**src/svm_pkg.sv**
```systemverilog
package svm_pkg;

    localparam int unsigned MvWidth    = 16;
    localparam int unsigned ShiftWidth = 4;
    localparam int unsigned CfgAddrW   = 3;

    localparam logic [MvWidth-1:0]    RstWarnLevel  = 16'd11800;
    localparam logic [MvWidth-1:0]    RstClearLevel = 16'd12200;
    localparam logic [MvWidth-1:0]    RstWarnDwell  = 16'd150;
    localparam logic [MvWidth-1:0]    RstRestDwell  = 16'd100;
    localparam logic [ShiftWidth-1:0] RstFiltShift  = 4'd3;
    localparam logic [ShiftWidth-1:0] RstRestShift  = 4'd4;

    typedef enum logic [CfgAddrW-1:0] {
        REG_WARN_LEVEL  = 3'd0,
        REG_CLEAR_LEVEL = 3'd1,
        REG_WARN_DWELL  = 3'd2,
        REG_REST_DWELL  = 3'd3,
        REG_FILT_SHIFT  = 3'd4,
        REG_REST_SHIFT  = 3'd5
    } cfg_addr_t;

    typedef struct packed {
        logic [MvWidth-1:0]    warn_level_mv;
        logic [MvWidth-1:0]    clear_level_mv;
        logic [MvWidth-1:0]    warn_dwell_frames;
        logic [MvWidth-1:0]    rest_dwell_frames;
        logic [ShiftWidth-1:0] filter_shift;
        logic [ShiftWidth-1:0] rest_filter_shift;
    } cfg_t;

    typedef struct packed {
        logic [MvWidth-1:0] meas_mv;
        logic               near_neutral;
    } item_t;

    typedef struct packed {
        logic [MvWidth-1:0] echo_mv;
        logic [MvWidth-1:0] avg_mv;
        logic [MvWidth-1:0] idle_avg_mv;
        logic               low_voltage_warning;
    } result_t;

endpackage

```
**src/svm_regs.sv**
```systemverilog
module svm_regs
(
    input  logic                                clk,
    input  logic                                rst_n,
    input  logic                                cfg_we,
    input  logic [svm_pkg::CfgAddrW-1:0]        cfg_addr,
    input  logic [svm_pkg::MvWidth-1:0]         cfg_wdata,
    output svm_pkg::cfg_t                       cfg
);

    svm_pkg::cfg_t cfg_reg;
    svm_pkg::cfg_t cfg_next;

    always_comb
    begin
        cfg_next = cfg_reg;
        if (cfg_we)
        begin
            case (cfg_addr)
                svm_pkg::REG_WARN_LEVEL:  cfg_next.warn_level_mv     = cfg_wdata;
                svm_pkg::REG_CLEAR_LEVEL: cfg_next.clear_level_mv    = cfg_wdata;
                svm_pkg::REG_WARN_DWELL:  cfg_next.warn_dwell_frames = cfg_wdata;
                svm_pkg::REG_REST_DWELL:  cfg_next.rest_dwell_frames = cfg_wdata;
                svm_pkg::REG_FILT_SHIFT:
                    cfg_next.filter_shift = cfg_wdata[svm_pkg::ShiftWidth-1:0];
                svm_pkg::REG_REST_SHIFT:
                    cfg_next.rest_filter_shift = cfg_wdata[svm_pkg::ShiftWidth-1:0];
                default: ;
            endcase
        end
    end

    always_ff @(posedge clk or negedge rst_n)
    begin
        if (!rst_n)
        begin
            cfg_reg.warn_level_mv     <= svm_pkg::RstWarnLevel;
            cfg_reg.clear_level_mv    <= svm_pkg::RstClearLevel;
            cfg_reg.warn_dwell_frames <= svm_pkg::RstWarnDwell;
            cfg_reg.rest_dwell_frames <= svm_pkg::RstRestDwell;
            cfg_reg.filter_shift      <= svm_pkg::RstFiltShift;
            cfg_reg.rest_filter_shift <= svm_pkg::RstRestShift;
        end
        else
        begin
            cfg_reg <= cfg_next;
        end
    end

    assign cfg = cfg_reg;

endmodule

```
**src/svm_shift_avg.sv**
```systemverilog
module svm_shift_avg
(
    input  logic [svm_pkg::MvWidth-1:0]    prev,
    input  logic [svm_pkg::MvWidth-1:0]    target,
    input  logic [svm_pkg::ShiftWidth-1:0] shift,
    output logic [svm_pkg::MvWidth-1:0]    avg
);

    // arithmetic shift of the signed difference floors toward minus infinity
    logic signed [svm_pkg::MvWidth:0] diff;
    logic signed [svm_pkg::MvWidth:0] step;
    logic        [svm_pkg::MvWidth:0] sum;

    always_comb
    begin
        diff = $signed({1'b0, target}) - $signed({1'b0, prev});
        step = diff >>> shift;
        sum  = {1'b0, prev} + $unsigned(step);
        avg  = sum[svm_pkg::MvWidth-1:0];
    end

endmodule

```
**src/svm_core.sv**
```systemverilog
module svm_core
(
    input  logic            clk,
    input  logic            rst_n,
    input  logic            step,
    input  svm_pkg::item_t  item,
    input  svm_pkg::cfg_t   cfg,
    output svm_pkg::result_t res
);

    localparam int unsigned W = svm_pkg::MvWidth;

    logic         seeded_reg,    seeded_next;
    logic [W-1:0] filt_reg,      filt_next;
    logic [W-1:0] rest_reg,      rest_next;
    logic [W-1:0] low_cnt_reg,   low_cnt_next;
    logic [W-1:0] neu_cnt_reg,   neu_cnt_next;
    logic         warn_reg,      warn_next;

    logic [W-1:0] filt_avg;
    logic [W-1:0] rest_base;
    logic [W-1:0] rest_avg;
    logic [W-1:0] low_inc;
    logic [W-1:0] neu_inc;

    svm_shift_avg u_filt_avg
    (
        .prev   (filt_reg),
        .target (item.meas_mv),
        .shift  (cfg.filter_shift),
        .avg    (filt_avg)
    );

    svm_shift_avg u_rest_avg
    (
        .prev   (rest_base),
        .target (filt_next),
        .shift  (cfg.rest_filter_shift),
        .avg    (rest_avg)
    );

    always_comb
    begin
        seeded_next = 1'b1;
        filt_next   = seeded_reg ? filt_avg : item.meas_mv;
        rest_base   = seeded_reg ? rest_reg : item.meas_mv;

        low_inc      = (low_cnt_reg < cfg.warn_dwell_frames) ? low_cnt_reg + 1'b1 : low_cnt_reg;
        low_cnt_next = low_cnt_reg;
        warn_next    = warn_reg;
        // below-warn test wins when the levels cross
        if (filt_next < cfg.warn_level_mv)
        begin
            low_cnt_next = low_inc;
            if (low_inc >= cfg.warn_dwell_frames)
            begin
                warn_next = 1'b1;
            end
        end
        else if (filt_next >= cfg.clear_level_mv)
        begin
            low_cnt_next = '0;
            warn_next    = 1'b0;
        end

        neu_inc   = (neu_cnt_reg < cfg.rest_dwell_frames) ? neu_cnt_reg + 1'b1 : neu_cnt_reg;
        rest_next = rest_base;
        if (!item.near_neutral)
        begin
            neu_cnt_next = '0;
        end
        else
        begin
            neu_cnt_next = neu_inc;
            if (neu_inc >= cfg.rest_dwell_frames)
            begin
                rest_next = rest_avg;
            end
        end

        res.echo_mv             = item.meas_mv;
        res.avg_mv              = filt_next;
        res.idle_avg_mv         = rest_next;
        res.low_voltage_warning = warn_next;
    end

    always_ff @(posedge clk or negedge rst_n)
    begin
        if (!rst_n)
        begin
            seeded_reg  <= 1'b0;
            filt_reg    <= '0;
            rest_reg    <= '0;
            low_cnt_reg <= '0;
            neu_cnt_reg <= '0;
            warn_reg    <= 1'b0;
        end
        else if (step)
        begin
            seeded_reg  <= seeded_next;
            filt_reg    <= filt_next;
            rest_reg    <= rest_next;
            low_cnt_reg <= low_cnt_next;
            neu_cnt_reg <= neu_cnt_next;
            warn_reg    <= warn_next;
        end
    end

endmodule

```
**src/supply_voltage_monitor.sv**
```systemverilog
// Channel   Dir  tdata (low bit up)                                  tuser
// s_axis    in   meas_mv[15:0]                                       near_neutral
// m_axis    out  echo_mv, avg_mv, idle_avg_mv (48 bits)              low_voltage_warning
// cfg       in   cfg_addr = register index, cfg_wdata[15:0], written when cfg_we
//
// Two register stages: input register, then result register; the filter and
// warning update sits between them and commits as a request moves on.
// One request per clock sustained while m_tready is held high; m_tvalid rises once
// a taken request moves from the input register into the result register.
// Reset clears the filter state, counters, warning and valid flags, and loads
// the default register settings. A stalled result holds while the input register still
// takes one more request; s_tready drops only when both stages are full.
module supply_voltage_monitor
(
    input  logic                             clk,
    input  logic                             rst_n,

    input  logic                             s_tvalid,
    output logic                             s_tready,
    input  logic [15:0]                      s_tdata,   // meas_mv
    input  logic                             s_tuser,   // near_neutral

    output logic                             m_tvalid,
    input  logic                             m_tready,
    output logic [47:0]                      m_tdata,   // echo_mv, avg_mv, idle_avg_mv
    output logic                             m_tuser,   // low_voltage_warning

    input  logic                             cfg_we,
    input  logic [svm_pkg::CfgAddrW-1:0]     cfg_addr,
    input  logic [svm_pkg::MvWidth-1:0]      cfg_wdata
);

    svm_pkg::cfg_t    cfg;
    svm_pkg::item_t   in_reg;
    svm_pkg::result_t res;
    svm_pkg::result_t out_reg;

    logic in_valid_reg,  in_valid_next;
    logic out_valid_reg, out_valid_next;
    logic out_free;
    logic advance;
    logic accept;

    svm_regs u_regs
    (
        .clk       (clk),
        .rst_n     (rst_n),
        .cfg_we    (cfg_we),
        .cfg_addr  (cfg_addr),
        .cfg_wdata (cfg_wdata),
        .cfg       (cfg)
    );

    svm_core u_core
    (
        .clk   (clk),
        .rst_n (rst_n),
        .step  (advance),
        .item  (in_reg),
        .cfg   (cfg),
        .res   (res)
    );

    always_comb
    begin
        out_free = !out_valid_reg || m_tready;
        advance  = in_valid_reg && out_free;
        s_tready = !in_valid_reg || out_free;
        accept   = s_tvalid && s_tready;

        if (accept)
            in_valid_next = 1'b1;
        else if (advance)
            in_valid_next = 1'b0;
        else
            in_valid_next = in_valid_reg;

        if (advance)
            out_valid_next = 1'b1;
        else if (m_tready)
            out_valid_next = 1'b0;
        else
            out_valid_next = out_valid_reg;
    end

    always_ff @(posedge clk or negedge rst_n)
    begin
        if (!rst_n)
        begin
            in_valid_reg  <= 1'b0;
            out_valid_reg <= 1'b0;
        end
        else
        begin
            in_valid_reg  <= in_valid_next;
            out_valid_reg <= out_valid_next;
        end
    end

    always_ff @(posedge clk)
    begin
        if (accept)
        begin
            in_reg.meas_mv      <= s_tdata;
            in_reg.near_neutral <= s_tuser;
        end
        if (advance)
        begin
            out_reg <= res;
        end
    end

    assign m_tvalid = out_valid_reg;
    assign m_tdata  = {out_reg.idle_avg_mv, out_reg.avg_mv, out_reg.echo_mv};
    assign m_tuser  = out_reg.low_voltage_warning;

endmodule

```
**config.mk**
```make
export PLATFORM = sky130hd
export DESIGN_NAME = supply_voltage_monitor
export DESIGN_NICKNAME = d
export VERILOG_FILES = /design/src/svm_pkg.sv /design/src/svm_regs.sv /design/src/svm_shift_avg.sv /design/src/svm_core.sv /design/src/supply_voltage_monitor.sv
export SDC_FILE = /design/constraint.sdc
export NUM_CORES = 1
export LEC_CHECK = 0
export CORE_ASPECT_RATIO = 2
export CORE_MARGIN = 2
export CORE_UTILIZATION = 45
export CTS_CLUSTER_DIAMETER = 50
export DETAILED_ROUTE_END_ITERATION = 7
export DONT_BUFFER_PORTS = 1
export GPL_TIMING_DRIVEN = 0
export HOLD_SLACK_MARGIN = 0.05
export PLACE_DENSITY = 0.59
export SLEW_MARGIN = 20
export SYNTH_ARGS = -nofsm -noshare
export SYNTH_HDL_FRONTEND = slang
export SYNTH_SLANG_ARGS = --single-unit
export TNS_END_PERCENT = 50
```
**constraint.sdc**
```tcl
create_clock -name clk -period 14.1 [get_ports clk]
set_clock_uncertainty 0.1 [all_clocks]
set_input_delay 2.115 -clock clk [delete_from_list [all_inputs] [get_ports clk]]
set_output_delay 2.115 -clock clk [all_outputs]
set_load 0.02 [all_outputs]
```
==> Yosys cells after proc, flatten, opt, wreduce, memory -nomap -nowiden <==
Index checks and enable logic that the tools add are counted.
{ "word_totals": {"register_bits": 206, "latchBits": 0, "mem_bits_rw": 0, "mem_bits_ro": 0, "inputBits": 41, "output_inout_bits": 51, "word_cells": 72, "mem_count": 0} }
{ "classes": {"add_sub_neg": 6, "n_mul": 0, "div_mod_pow": 0, "order_cmp": 6, "n_eq_ne": 5, "shifts": 2, "mux": 16, "n_bitwise": 0, "reduce_logical": 17} }
{ "op_table": {"columns": ["op", "count"], "rows": [
  ["2-to-1 mux 16 bit", 9],
  ["greater-or-equal comparator 16 bit", 3],
  ["< comparator 16 bit", 3],
  [">>> shifter 17 x 4 -> 16 bit", 2],
  ["subtractor 16 x 16 -> 17 bit", 2],
  ["adder 16 x 1 -> 16 bit (second input constant)", 2],
  ["adder 16 bit", 2],
  ["AND reduction 2 bit", 7],
  ["2-to-1 mux 1 bit", 7],
  ["equality test 3 x 2 -> 1 bit (second input constant)", 2],
  ["equality test 3 bit (second input constant)", 2],
  ["nonzero test 2 bit", 3],
  ["equality test 3 x 1 -> 1 bit (second input constant)", 1],
  ["logical NOT 3 bit", 1],
  ["logical AND 1 bit", 2],
  ["logical NOT 1 bit", 2],
  ["logical OR 1 bit", 2]
]} }

==> Longest topological paths before layout <==
Gate-level depths: netlist of run 1.
{ "depth": {"depth_word": 9, "depth_mapped": 51, "mapped_depth_nobuf": 50} }

==> Hierarchy <==
Synthesis of run 1 repeated with hierarchy kept, for this count alone.
{ "unflattened": {"cells_unflattened": 1688, "hier_area_um2": 16244.3} }
{ "by_module_without_submodules": {"columns": ["module", "n_inst", "cells_each", "area_per_inst_um2", "seq_area_each_um2"], "rows": [
  ["svm_core", 1, 753, 6346.1, 1651.6],
  ["svm_regs", 1, 156, 2902.8, 1831.8],
  ["svm_shift_avg (u_core.u_filt_avg)", 1, 361, 2494.9, 0.0],
  ["svm_shift_avg (u_core.u_rest_avg)", 1, 344, 2414.8, 0.0],
  ["supply_voltage_monitor", 1, 74, 2085.8, 2031.9]
]} }

==> Worst setup path before layout of run 1 <==
OpenSTA, ideal clock, no wires.
{ "synth_path": {"path_kind": "register to register", "start": "register in_reg[1] in the netlist's numbering", "end": "register out_reg (netlist bit m_tdata[46]) (data pin)", "setup_time_ns": 0.274, "t_arrival_ns": 10.032, "t_required_ns": 13.726, "setup_slack_ns": 3.694, "path_stages_with_launch": 51, "n_path_buf": 1, "period_less_slack_ns": 10.406, "cell_sequence": "edfxtp_1 > inv_1 > ha_1 > fa_1 > nor2b_1 > o21ai_0 > a21boi_0 > o21ai_0 > nand2b_1 > a21o_1 > a2111oi_0 > or3_1 > clkbuf_1 > xnor2_1 > mux4_2 > mux2_2 > a21o_1 > ha_1 > (+15 left out) > or3b_4 > a21oi_4 > nor2_2 > mux4_2 > mux4_2 > fa_1 > a21o_1 > a21oi_1 > o21bai_1 > a21oi_1 > o21bai_1 > a21oi_1 > o21bai_1 > a2111o_1 > a31o_2 > a21oi_1 > xor2_1 > a21oi_1"} }
{ "synth_rtl": {"columns": ["element", "line_no", "rtl"], "rows": [
  ["start: declaration", "supply_voltage_monitor.sv:34", "svm_pkg::item_t in_reg;"],
  ["end signal: assignment", "supply_voltage_monitor.sv:109", "out_reg <= res;"],
  ["end: declaration", "supply_voltage_monitor.sv:36", "svm_pkg::result_t out_reg;"]
]} }

==> results.md, run 1 <==
- The clock-pin slew on the worst setup and hold paths is 0.06 ns.
- The type of the worst setup path is reg2reg.
- The synthesized netlist cell count is 1679.
- The async set-reset flop share out of synthesis is 67.96%.
- The number of cells on the worst reg-to-reg path is 48.
- The cell with the largest stage delay on the worst path is sky130_fd_sc_hd__a41oi_1.
- The first global-routing pass estimated 76880 µm of wire.
- Counting the buffers created by CTS gives 24.
- The commonest cells after synthesis are sky130_fd_sc_hd__nand2_1 (166), sky130_fd_sc_hd__ha_1 (143), sky130_fd_sc_hd__o21ai_0 (127).
- The total area inside the core boundary comes to 34350 µm².
- The number of DRC violations after detailed-routing iteration 0 is 703.
- The deepest clock path buffer count is 3.
- The number of flip-flops under the largest register name is 72.
- The congestion estimate from routability-driven global placement came to 0.9470.
- After synthesis, the mean cell area works out to 9.362 µm².
- The cell taking the most area after synthesis is sky130_fd_sc_hd__dfrtp_1.
- For this run, the total global-route usage over all layers was measured as 28.21%.
- Global routing finished with a remaining overflow of 0.
- The post-CTS setup repair buffer count is 0.
- The number of ports placed on the die boundary is 92.
- In this run the clock root is driven by a sky130_fd_sc_hd__clkbuf_16.
- After synthesis, the cell types taking the most area are sky130_fd_sc_hd__dfrtp_1 (18%), sky130_fd_sc_hd__edfxtp_1 (13%), sky130_fd_sc_hd__ha_1 (11%).
- The maximum achievable frequency is 78.82 MHz.
- The run finished with clean final reports.
- Setup repair after global routing left no endpoint under its margin.
- The routed via count divided by cell count is 6.103.
- Among all cell types in the netlist, the one instantiated most often is sky130_fd_sc_hd__nand2_1.
- In this run the worst hold path is classified as reg2reg.
- The synthesized design contains 206 register bits.
- The net count of the finished layout is 1894.
- The number of buffers inserted by port buffering is 0.
- The cell type with the highest occurrence count on the critical path is sky130_fd_sc_hd__a21oi_1.
- The number of maximum-capacitance violations is 0.
- Relative to the synthesized area, the layout overhead comes to 9.114%.
- Detailed routing inserted a total of 13210 vias.
- The die is 268.3 µm tall.
- TritonCTS built the clock tree.
- The number of antenna violations at the first check in global routing is 0.
- The fraction of layout cells with a size suffix above 1 is 10.32%.
- In this run the cell area of the synthesized design comes to 15720 µm².
- Summing the sequential cell areas from Yosys gives 35.09% of the chip area.
- Detailed placement ended at an HPWL of 38860 µm.
- Along the worst hold path, the cell count comes to 1.
- For this run, the number of Yosys warnings is 0.
- The x dimension of the die is 136.2 µm.
- In this run the core area contains 96 standard-cell rows.
- The worst pin sits at a relative slew slack of 22.51%.
- The CTS sink count is 206.
- For the worst setup path, the data required time is 14.26 ns.
- The dominant register cell in the synthesized netlist is sky130_fd_sc_hd__dfrtp_1.
- The remaining number of nets flagged by the antenna check after routing is 0.
- The total iterations of the first detailed-routing run is 6.
- The post-detailed-routing wire length is 50780 µm.
- The type of element capturing the critical path is a flop.
- Post-CTS repair changed the size of 0 cells.
- For this run, the slowest stage of the critical path takes 0.90 ns.
- The total negative slack is 0 ns.
- The die covers 36530 µm².
- For this design, the CTS-stage hold fixing added 0 buffers.
- The minimum clock period is 12.69 ns.
- The final setup violation count is 0.
- STA classifies the critical path startpoint as a flop.
- The number of max-slew violations in the final report is 0.
- The via count of the first global-routing pass is 13550.
- The clock reaches the later pin of the worst-skew pair after 0.55 ns.
- The average routed wire per standard cell is 23.45 µm.
- The synthesized netlist net count is 1867.
- The share of synthesized area in the top cell type comes to 18.47%.
- The number of enable flip-flop cells after synthesis is 66.
- The number of H-tree branching levels is 1.
- The signal arrival time at the worst endpoint is 12.84 ns.
- 0 antenna diodes ended up in the layout.
- Yosys mapped the design onto 95 distinct sky130hd cell types.
- For this configuration, the core starts out at a cell density of 45.76%.
- The final cycle utilization of the critical path is 89.99%.
- The DRC violations left is 0.
- Along the worst path, the maximum fanout reaches 10.
- The measured slew at the worst slew-check pin is 1.157 ns.
- The maximum number of pins on one net before global-route repair is 141.
- The number of hold violations in the final report is 0.
-- worst max-delay path: cells and delay by family (launching register included) --
| kind | cells | cell delay, ns |
|---|---|---|
| flip-flops | 1 | 0.41 |
| multiplexers | 3 | 1.60 |
| XOR/XNOR | 1 | 0.32 |
| adder cells (fa/ha/maj) | 5 | 1.46 |
| buffers and inverters | 4 | 0.79 |
| AND/OR/NAND/NOR | 11 | 1.95 |
| AO/OA/AOI/OAI | 24 | 5.71 |
-- routing by layer --
metal	wire, µm	global-route usage (%)	vias up
met2	26820	52.85	409
li1	-	-	6227
met3	2022	3.565	180
met4	4934	22.80	0
met5	0	0	-
met1	17000	26.86	6396
-- layout by cell type (no fill, tap or decap), types with 28 or more instances in the layout --
| cell | netlist | final |
|---|---|---|
| sky130_fd_sc_hd__a21o_1 | 66 | 66 |
| sky130_fd_sc_hd__a21oi_1 | 84 | 84 |
| sky130_fd_sc_hd__clkbuf_1 | 48 | 53 |
| sky130_fd_sc_hd__dfrtp_1 | 116 | 116 |
| sky130_fd_sc_hd__edfxtp_1 | 66 | 66 |
| sky130_fd_sc_hd__ha_1 | 143 | 143 |
| sky130_fd_sc_hd__inv_1 | 123 | 123 |
| sky130_fd_sc_hd__mux2_2 | 59 | 59 |
| sky130_fd_sc_hd__mux2i_1 | 39 | 39 |
| sky130_fd_sc_hd__nand2_1 | 166 | 166 |
| sky130_fd_sc_hd__nand3_1 | 41 | 41 |
| sky130_fd_sc_hd__nor2_1 | 83 | 83 |
| sky130_fd_sc_hd__nor3_1 | 30 | 28 |
| sky130_fd_sc_hd__o21ai_0 | 127 | 127 |
| sky130_fd_sc_hd__xnor2_1 | 50 | 50 |
-- through the flow --
step / setup slack (ns) / instances / area (µm²) / utilization, % / hold WS, ns
finish: 1.412 / 2165 / 17150 / 49.93 / 0.3931
floorplan: 3.694 / 1679 / 15720 / - / 0.3487
CTS: 1.516 / 2165 / 17130 / 49.87 / 0.4009
global route: 0.6770 / 2165 / 17150 / 49.93 / 0.4110
global placement: 1.722 / 2120 / 16270 / 47.36 / 0.3700
detailed placement: 1.534 / 2121 / 16310 / 47.48 / 0.3845
-- kinds of logic (layout without fill, tap and decap cells) --
family,after synthesis,in the layout,share of synthesized area (%)
fa+ha+maj,150,150,12.08
simple gates,465,465,14.48
xor+xnor,75,75,4.266
mux,111,111,8.517
buf+inv,190,235,4.601
flops,206,206,35.09
compound gates,482,482,20.97
-- final timing paths --
check,startpoint,slack [ns],to
max in group asynchronous,rst_n,12.43,u_regs.cfg[2]
max reg2reg,in_reg[1],1.41,m_tdata[46]
min,in_valid_reg,0.39,m_tvalid
min in group asynchronous,rst_n,1.16,u_core.low_cnt_reg[11]
max,in_reg[1],1.41,m_tdata[46]
min reg2reg,in_valid_reg,0.39,m_tvalid
-- cell type report --
type                    instances  area (µm²)
fillers                      3378       17200
multi-input cells            1283        9509
flip-flops and latches        206        5515
clock buffers                  31       636.9
well taps                     441       551.8
inverters                     128       480.5
plain buffers                  62       246.5
clock inverters                13       183.9
repair buffers                  1       27.53
Power of run 1 is not shown: default switching activity piles up to over one toggle a cycle in this logic, so the estimate is an artifact.
==> run 2: changes to the inputs <==
--- a/config.mk
+++ b/config.mk
@@ -8,14 +8,15 @@
 export CORE_ASPECT_RATIO = 2
 export CORE_MARGIN = 2
 export CORE_UTILIZATION = 45
+export CTS_BUF_LIST = sky130_fd_sc_hd__clkbuf_2 sky130_fd_sc_hd__clkbuf_4 sky130_fd_sc_hd__clkbuf_8
 export CTS_CLUSTER_DIAMETER = 50
 export DETAILED_ROUTE_END_ITERATION = 7
 export DONT_BUFFER_PORTS = 1
 export GPL_TIMING_DRIVEN = 0
 export HOLD_SLACK_MARGIN = 0.05
 export PLACE_DENSITY = 0.59
-export SLEW_MARGIN = 20
 export SYNTH_ARGS = -nofsm -noshare
 export SYNTH_HDL_FRONTEND = slang
+export SYNTH_HIERARCHICAL = 1
 export SYNTH_SLANG_ARGS = --single-unit
 export TNS_END_PERCENT = 50
==> run 2 against run 1 <==
Effect of this change:
- synthesized cell count rose by 0.54%
- sequential cell count unchanged
- hold slack improved by 0.013 ns
==> results.md, run 2 <==
- The congestion estimate from routability-driven global placement came to 0.9817.
- The synthesized netlist cell count is 1688.
- No sink is reached through more buffers than the 3 on the longest clock path.
- The library cell used as clock root buffer is sky130_fd_sc_hd__clkbuf_8.
- In the routed design, unresolved DRC markers number 0.
- The minimum clock period is 12.75 ns.
- The detailed-placement wirelength estimate is 43020 µm.
- The synthesized design contains 66 enable-type register cells.
- The synthesized design contains 206 register bits.
- The final cycle utilization of the critical path is 90.45%.
- The biggest area contributor in the post-synthesis netlist is sky130_fd_sc_hd__dfrtp_1.
- The x dimension of the die is 138.3 µm.
- Gates resized during post-CTS repair numbered 0.
- The clock latency of the later-clocked register in the worst-skew pair is 0.56 ns.
- The first global-routing pass estimated 79650 µm of wire.
- The core area is 35680 µm².
- Of the post-synthesis cell area, the dominant cell type holds 17.87%.
- Setup repair after global routing left no endpoint under its margin.
- The total number of yosys warnings is 6.
- In this run the count of I/O pins placed on the die edge is 92.
- Wires add up to 53230 µm.
- In this run the worst hold path is classified as reg2reg.
- After detailed routing, the average wire length per cell comes to 24.18 µm.
- Among all flip-flop cells after synthesis, the most frequent one is sky130_fd_sc_hd__dfrtp_1.
- The startpoint type of the worst setup path is a flop.
- The cell area that synthesis handed to floorplanning was 16240 µm².
- STA puts the critical path data required time at 14.45 ns.
- By area the synthesized netlist is led by sky130_fd_sc_hd__dfrtp_1 (18%), sky130_fd_sc_hd__ha_1 (12%), sky130_fd_sc_hd__edfxtp_1 (12%).
- The floorplan has 98 rows.
- From bottom edge to top edge, the die measures 272.7 µm.
- The clock net in this run drives a total of 206 sinks.
- In the post-synthesis netlist, the cell with the most instances is sky130_fd_sc_hd__ha_1.
- The number of antenna violations at the first check in global routing is 1.
- The tool flagged a number of max-cap violations equal to 0.
- The post-CTS setup repair buffer count is 0.
- Synthesis produced a netlist with a net count of 1892.
- By count the netlist is led by sky130_fd_sc_hd__ha_1 (159), sky130_fd_sc_hd__nand2_1 (153), sky130_fd_sc_hd__inv_1 (133).
- The top cell types in the final layout, fill and taps aside, are sky130_fd_sc_hd__ha_1 (159), sky130_fd_sc_hd__nand2_1 (153), sky130_fd_sc_hd__inv_1 (133).
- The total iterations of the first detailed-routing run is 5.
- The async set-reset flop share out of synthesis is 67.96%.
- Global routing finished with a remaining overflow of 0.
- The clock-pin slew on the worst setup and hold paths is 0.07 ns.
- The area occupied by multi-input gates is 9814 µm².
- Buffers inserted to repair hold after CTS numbered 0.
- The area growth from synthesis to final layout is 8.488%.
- The post-route netlist has 15.99% of its cells at a drive strength greater than 1.
- The maximum number of pins on one net before global-route repair is 141.
- The highest net fanout along the worst path is 9.
- TritonCTS built the clock tree.
- The initial standard-cell utilization of the core is 45.53%.
- The clock buffer count from CTS is 34.
- The number of max-slew violations in the final report is 0.
- The die covers 37730 µm².
- Global routing used 27.75% of the available tracks.
- The commonest non-fill, non-tap cell in the layout is sky130_fd_sc_hd__ha_1.
- The type of element capturing the critical path is a flop.
- The number of DRC violations after detailed-routing iteration 0 is 517.
- Setup violations remaining at the end of the flow were counted as 0.
- The total negative slack is 0 ns.
- Data on the critical path arrives at its endpoint at 13.10 ns.
- For the pin with the worst max-slew slack, the measured transition is 0.9909 ns.
- The number of H-tree branching levels is 2.
- Summing all flip-flop and latch instances after layout gives 5515 µm².
- In this run, distinct cell masters in the synthesized netlist total 105.
- The number of flip-flops under the largest register name is 72.
- The share of the yosys chip area belonging to registers is 33.95%.
- Once detail routing completed, the nets flagged for antenna violations numbered 0.
- The flow ran to the end, and the final reports show no timing, DRC or antenna violations.
- Summing over every cut layer, the via total after detailed routing is 13260.
- The average cell area after synthesis is 9.623 µm².
- Based on the critical path, the design can be clocked at up to 78.41 MHz.
- The number of hold violations in the final report is 0.
- Fill cells in the final layout number 3442.
- The type of the worst setup path is reg2reg.
- The worst slew margin relative to its limit is 33.94%.
- Port buffering added 0 buffers.
- Counting stages on the worst path, the most repeated cell is sky130_fd_sc_hd__a21oi_1.
- The final net count is 1929.
- The largest single stage delay on the critical path is 0.80 ns.
- The cell with the largest stage delay on the worst path is sky130_fd_sc_hd__a2111oi_0.
- The via count of the first global-routing pass is 13990.
- In the routed layout, each cell is associated on average with a via count of 6.022.
-- run 2: cells by family (layout without fill, tap and decap cells) --
kind of cell               after synthesis  in the layout  share of synthesized area [%]
muxes                                  147            147                          11.34
xor gates and xnor gates                74             74                          4.075
AOI/OAI and AO/OA                      381            381                          16.63
and+or+nand+nor                        505            505                          15.63
adders and majority gates              163            163                          12.74
other                                    0              1                              0
buffers and inverters                  212            275                          5.638
DFF                                    206            206                          33.95
-- run 2: worst paths after layout --
kind	startpoint	endpoint	slack, ns	cells after the start
setup / recovery	u_core/filt_reg[1]	u_core/rest_reg[14]	1.35	42
hold / removal	u_regs/cfg[0]	u_regs/cfg[0]	0.41	1
setup reg to reg	u_core/filt_reg[1]	u_core/rest_reg[14]	1.35	42
hold reg to reg	u_regs/cfg[0]	u_regs/cfg[0]	0.41	1
max in group asynchronous	rst_n	u_regs/cfg[10]	12.47	0
min in group asynchronous	rst_n	u_regs/cfg[36]	1.15	0
-- run 2: routing by layer --
metal  track usage [%]  vias up  share of wire, %
li1                  -     6236                 -
met1             22.37     6447                30
met2             57.67      379                58
met3             3.504      199               3.2
met4             21.91        0               9.1
met5                 0        -                 0
-- run 2: area by class of cell --
cell class              instances  area share [%]
diodes                          1         0.01420
flip-flops and latches        206           31.30
clock buffers                  49           3.472
inverters                     137           2.918
repair buffers                  1          0.1136
multi-input cells            1270           55.69
plain buffers                  75           2.279
clock inverters                13           1.022
well taps                     450           3.195
-- run 2: critical path, delay by kind of cell, from the launching register on --
| kind | cells | cell delay (ns) |
|---|---|---|
| flip-flops | 1 | 0.49 |
| adder cells (fa/ha/maj) | 5 | 1.67 |
| XOR/XNOR | 2 | 0.24 |
| buffers and inverters | 3 | 0.54 |
| multiplexers | 3 | 0.95 |
| AND/OR/NAND/NOR | 9 | 1.94 |
| AO/OA/AOI/OAI | 20 | 6.69 |
-- run 2: per-stage QoR --
step | hold WS, ns | worst slack [ns] | area [µm²] | cells | utilization, %
floorplan | 0.3750 | 4.412 | 16240 | 1688 | -
global placement | 0.3885 | 1.466 | 16810 | 2138 | 47.10
detailed placement | 0.3942 | 1.509 | 16830 | 2139 | 47.16
CTS | 0.4116 | 1.450 | 17620 | 2201 | 49.38
global route | 0.4190 | 0.8764 | 17620 | 2202 | 49.39
finish | 0.4057 | 1.346 | 17620 | 2202 | 49.39
Power of run 2 is left out for the same reason.
